[src/ahc_pkg.sv]
// Shared types, constants and helpers for the anagram histogram checker.
// No dependencies; every other file of the block imports this package.
package ahc_pkg;

    localparam int CHAR_W = 8;
    localparam int NUM_CHARS = 1 << CHAR_W;
    // Nonzero count tracker spans 0..NUM_CHARS
    localparam int NZ_W = $clog2(NUM_CHARS + 1);

    localparam logic [CHAR_W-1:0] SPACE_CHAR  = 8'h20;
    localparam logic [CHAR_W-1:0] UPPER_A     = 8'h41;
    localparam logic [CHAR_W-1:0] UPPER_Z     = 8'h5A;
    localparam logic [CHAR_W-1:0] CASE_OFFSET = 8'h20;

    // Phrase select codes
    localparam logic PHRASE_FIRST  = 1'b0;
    localparam logic PHRASE_SECOND = 1'b1;

    // Write command into the count store
    typedef struct packed {
        logic              en;
        logic [CHAR_W-1:0] addr;
    } t_cnt_wr;

    // Fold ASCII upper case to lower case, other bytes pass unchanged
    function automatic logic [CHAR_W-1:0] fold_char(input logic [CHAR_W-1:0] c);
        logic [CHAR_W-1:0] r;
        r = c;
        if (c >= UPPER_A && c <= UPPER_Z) begin
            r = c + CASE_OFFSET;
        end
        return r;
    endfunction

endpackage

[src/ahc_count_store.sv]
// Per-character signed count memory with one valid bit per entry.
// Depends on ahc_pkg (t_cnt_wr, NUM_CHARS, CHAR_W).
module ahc_count_store import ahc_pkg::*; #(
    parameter int CNT_W = 12
) (
    input  logic              i_clk,
    input  logic              i_rst_n,
    input  logic              i_rd_en,
    input  logic [CHAR_W-1:0] i_rd_addr,
    output logic [CNT_W-1:0]  o_rd_data,
    input  t_cnt_wr           i_wr,
    input  logic [CNT_W-1:0]  i_wr_data,
    input  logic              i_clr
);

    logic [CNT_W-1:0]     r_mem [NUM_CHARS];
    logic [NUM_CHARS-1:0] r_vld;
    logic [CNT_W-1:0]     r_rd_data;
    logic                 r_rd_vld;

    // Count memory write port
    always_ff @(posedge i_clk) begin
        if (i_wr.en) begin
            r_mem[i_wr.addr] <= i_wr_data;
        end
    end

    // Registered read port
    always_ff @(posedge i_clk) begin
        if (i_rd_en) begin
            r_rd_data <= r_mem[i_rd_addr];
            r_rd_vld  <= r_vld[i_rd_addr];
        end
    end

    // Valid bits: clear wipes all counts at once, clear wins over a write
    always_ff @(posedge i_clk) begin
        if (!i_rst_n) begin
            r_vld <= '0;
        end else if (i_clr) begin
            r_vld <= '0;
        end else if (i_wr.en) begin
            r_vld[i_wr.addr] <= 1'b1;
        end
    end

    // Entry never written since the last clear reads as zero
    assign o_rd_data = r_rd_vld ? r_rd_data : '0;

endmodule

[config.mk]
export PLATFORM = sky130hd
export DESIGN_NAME = ahc_count_store
export DESIGN_NICKNAME = d
export VERILOG_FILES = /design/src/ahc_pkg.sv /design/src/ahc_count_store.sv
export SDC_FILE = /design/constraint.sdc
export NUM_CORES = 2
export LEC_CHECK = 0
export ABC_AREA = 1
export CAP_MARGIN = 20
export CORE_ASPECT_RATIO = 2
export CORE_UTILIZATION = 40
export DETAILED_ROUTE_END_ITERATION = 8
export DONT_BUFFER_PORTS = 1
export PLACE_DENSITY = 0.58
export SLEW_MARGIN = 20
export SYNTH_ARGS = -nofsm -noshare
export SYNTH_HDL_FRONTEND = slang
export SYNTH_SLANG_ARGS = --single-unit
export TNS_END_PERCENT = 10
[constraint.sdc]
create_clock -name i_clk -period 2.2 [get_ports i_clk]
set_input_delay 0.11 -clock i_clk [delete_from_list [all_inputs] [get_ports i_clk]]
set_output_delay 0.11 -clock i_clk [all_outputs]
set_load 0.05 [all_outputs]
# --- After elaboration in Yosys (flattened, before gate mapping) ---
# Memories as Yosys holds them, arrays and structs flattened. A register that Yosys moved wholly into a read port is not among the register bits.
# Index checks and enable logic that the tools add are counted.
word_totals:
  regBits: 257
  latchBits: 0
  ram_bits: 3072
  rom_bits: 0
  inputBits: 33
  out_inout_bits: 12
  word_cells: 17
  memories: 1
classes:
  n_addsub: 0
  mul: 0
  div_mod_pow: 0
  magnitude_cmp: 3
  n_eq_ne: 0
  shifts: 0
  mux: 7
  bitwise_logic: 2
  n_reduce_logical: 2
memory_table:
  columns: ["memory", "words", "width", "read_ports", "rd_clocked_by_memory_dff", "wr", "line", "rtl"]
  rows:
  - ["r_mem", 256, 12, 1, 1, 1, "ahc_count_store.sv:16", "logic [CNT_W-1:0] r_mem [NUM_CHARS];"]
ops:
  columns: ["operator", "count"]
  rows:
  - ["$or A256 B256 Y256", 1]
  - ["$lt A8 B9 Y1 const B", 2]
  - ["$mux W12", 1]
  - ["$bmux W1 S8", 1]
  - ["$demux W1 S8", 1]
  - ["$ge A8 B1 Y1 const B", 1]
  - ["$mux W1", 4]
  - ["$reduce_or A2 Y1", 1]
  - ["$logic_and A1 B1 Y1", 1]
  - ["$not A1 Y1", 1]

# --- Longest topological paths before layout ---
depth:
  word_depth: 5
  ltp_mapped: 15
  ltp_nobuf: 11

# --- Least setup slack after synthesis ---
# Ideal clock, no wire load.
synth_timing:
  path_kind: "input-to-reg"
  from: "in i_wr[8] (netlist bit)"
  to: "mem r_mem[105][0] (enable)"
  setup_time_ns: 0.382
  t_arrival_ns: 1.461
  required_ns: 1.818
  path_slack_ns: 0.357
  path_stages: 6
  path_buffers: 2
  cell_sequence: "clkinv_1 clkbuf_1 nor2_1 inv_1 clkbuf_1 nor2_1"
synth_via:
  elab_chain_cells: 2
synth_lines:
  columns: ["item", "line", "rtl"]
  rows:
  - ["start: declaration", "ahc_count_store.sv:11", "input t_cnt_wr i_wr,"]
  - ["$mux W1", "ahc_count_store.sv:23", "if (i_wr.en) begin"]
  - ["$mux W1 (implied by the code)", "ahc_count_store.sv:24", "r_mem[i_wr.addr] <= i_wr_data;"]
  - ["end: declaration", "ahc_count_store.sv:16", null]
# Every way passes these cells.

==> qor.txt <==
number of DRC markers in iteration 0 -> 10300
setup ws final -> -0.134 ns
Die H -> 822 um
critical path's top delay family -> buffers and inverters
commonest cells after routing, fill and taps aside -> nand2_1, nand3_1, edfxtp_1
Top-Level Pins -> 45
area leader, netlist -> edfxtp_1
WL/cell -> 26.5 um
GRT Overall Usage -> 0.252
Max Cap Violations -> 0
RR Endpoint -> r_rd_data[8]$_DFFE_PP_
#FFs+latches synth -> 3341
Critical Path, Cell by Cell -> inv_8, buf_4, buf_12, buf_4, nand3_1, nand3_1, nand3_1, buf_4, nand3_1, nand3_4, nand2_2, nand2_1, nand2_1
share of cells above drive strength 1 -> 0.104
Area growth, synth to finish -> 14.9%
grt total ovfl -> 0
Hold WS -> -0.653 ns
Critical Path Start Type -> primary input
largest net degree at the start of global routing -> 834
Post-Syn Instances -> 11700
f_max -> 428 MHz
Yosys cell types -> 17
Clock Skew -> 0.0278 ns
CP Capture Point -> r_rd_data[11]$_DFFE_PP_
sequential share of the synthesized area -> 0.727
footprint of the multi-input gates -> 0.0330 sq mm
Peak VDD IR -> 0.000688 V
first-pass GRT wire length -> 628000 um
LEAKAGE -> 0.0545 uW
outcome -> finished, violations left
Slew Limit Fails -> 442
clock root buffer -> clkbuf_16
Synth area leaders -> edfxtp_1, nand3_1, nand2_1, dfxtp_1, nor2_1
post-detail-place hpwl -> 237000 um
Mean Syn Cell Area -> 11.5 sq um
RSZ-0062 raised after global routing -> true
CP max stage delay -> 0.43 ns
slew at the pin closest to its max-slew limit -> 2.05 ns
commonest non-fill, non-tap cell in the layout -> nand2_1
Worst EP required -> 2.97 ns
CP bufs+invs -> 5
Final ANT Viol Nets -> 0
Hold Crit Class -> primary input to register
DIE AREA -> 0.339 sq mm
Synth Warn # -> 0
headroom to the max-slew limit -> -0.368
CTS tree -> done
CP Class -> primary input to register
Max stage delay cell, worst path -> inv_8
Clock Sinks -> 3341
DR vias -> 93400
core area -> 0.334 sq mm
violated checks -> hold timing, slew limit, setup timing
vias in the first global route -> 91700
CP startpoint -> i_rd_addr[2]
initial antenna violation count -> 9
Initial DRT Pass Iterations -> 7
Clock transition at path regs -> 0.07 ns
launching point of the worst reg2reg path -> r_mem[191][8]$_DFFE_PP_
Async S/R FF share, synth -> 0
Buffers on Ports -> 0
row count -> 300
maximum net fanout on the critical path -> 417
top_reg_cell synth -> edfxtp_1
Reg2Reg Setup Slack -> 0.02 ns
Initial Util -> 0.403
power density cells -> 830 mW/mm^2
Final Hold Vio Count -> 1780
Final setup viols -> 7
Syn Nets -> 11800
Post-Route WL -> 440000 um
number of synthesized flops with an enable pin -> 3085
Longest Clk Path Bufs -> 4
Skew-Pair Late Insertion Delay -> 0.90 ns
Syn Std Cell Area -> 0.134 sq mm
RePlAce Congestion -> 0.877
FF/Latch Area -> 0.0978 sq mm
Tot Pwr -> 128000 uW
Die Width -> 412 um
worst slack, placed -> -3.44 ns
CP Capture Type -> register
WP depth -> 13
Synth top area share -> 0.689
Tmin final -> 2.33 ns
# DRC -> 0
fillcell total -> 30000
most used cell, CP -> nand3_1
total CTS buffers -> 282
Total Nets Final -> 12000
final worst-path cycle share -> 1.06
Vias/cell -> 5.63
htree depth -> 5
R2R cell count -> 12
critical path arrival -> 3.10 ns
## cells by family (layout without fill, tap and decap cells)
family / count (synthesis) / after routing / synth area share
other: 0 / 3 / 0
AOI/OAI and AO/OA: 5 / 5 / 0.000372
and+or+nand+nor: 7505 / 7505 / 0.240
DFF: 3341 / 3341 / 0.727
buffers and inverters: 880 / 1360 / 0.0327
## worst reg2reg max path: cells and delay by family (launching register included)
kind	cells	cell delay, ns
buffers and inverters	2	0.25
AND/OR/NAND/NOR	10	1.32
flip-flops	1	0.35
## area by class of cell
type	count	area share
Inverter	86	0.00247
Multi-Input combinational cell	7510	0.213
Clock buffer	397	0.0524
Clock inverter	106	0.00634
Antenna cell	3	0.0000486
Timing Repair Buffer	771	0.0575
Sequential cell	3341	0.632
Tap cell	4379	0.0354
## state kept, by name (all words and copies together) (netlist names)
| signal | count |
|---|---|
| r_mem | 3072 |
| r_rd_data | 12 |
| r_rd_vld | 1 |
| r_vld | 256 |
## synth_stat cells (5+ instances only)
cell type	instances
nand2_1	3413
nand3_1	3276
edfxtp_1	3085
nor2_1	813
buf_2	413
dfxtp_1	256
clkbuf_1	181
buf_4	92
inv_1	79
buf_1	78
buf_6	29
o21ba_2	5
## power breakdown
group          internal [uW]  switching (uW)  leakage [uW]
Sequential             69400            84.1        0.0298
Clock                  27900           22900       0.00445
Combinational           2710            5270        0.0202
Total                 100000           28200        0.0545
## how the worst min path moves through the flow
stage / cells past startpoint / slack, ns / to / from
global route: 0 / -0.68 / r_mem[67][11]$_DFFE_PP_ / i_wr_data[11]
global placement: 0 / 0.24 / r_rd_data[5]$_DFFE_PP_ / i_rd_en
floorplan: 0 / 0.21 / r_mem[0][0]$_DFFE_PP_ / i_wr_data[0]
detailed placement: 0 / 0.24 / r_rd_data[5]$_DFFE_PP_ / i_rd_en
CTS: 0 / -0.70 / r_mem[96][0]$_DFFE_PP_ / i_wr_data[0]
finish: 0 / -0.65 / r_mem[67][11]$_DFFE_PP_ / i_wr_data[11]
## routing by layer
metal  GRT usage  vias to the layer above  routed length [um]
met5           0                        -                  26
met4       0.191                        4               37900
met3      0.0284                     1067               28500
met2       0.434                     4189              220000
li1            -                    41600                   -
met1       0.286                    46600              154000
## through the flow
step / instances / hold slack (ns) / TNS, ns / area, sq um / util
global placement: 16000 / 0.240 / -47.39 / 143000 / 0.427
floorplan: 11700 / 0.209 / 0 / 134000 / -
finish: 16600 / -0.653 / -0.293 / 155000 / 0.463
global route: 16600 / -0.678 / -1.28 / 155000 / 0.463
detailed placement: 16000 / 0.240 / -41.10 / 143000 / 0.428
CTS: 16600 / -0.699 / -1.05 / 154000 / 0.460
## timing repair
item,in CTS,in global routing
pin swaps,1,5
gates resized for setup,93,108
endpoints found under the hold margin,3619,2976
endpoints found under the setup margin,25,238
hold buffers,16,3
gates cloned,29,14
buffers inserted,4,15
Power figures use the tool's default switching activity.
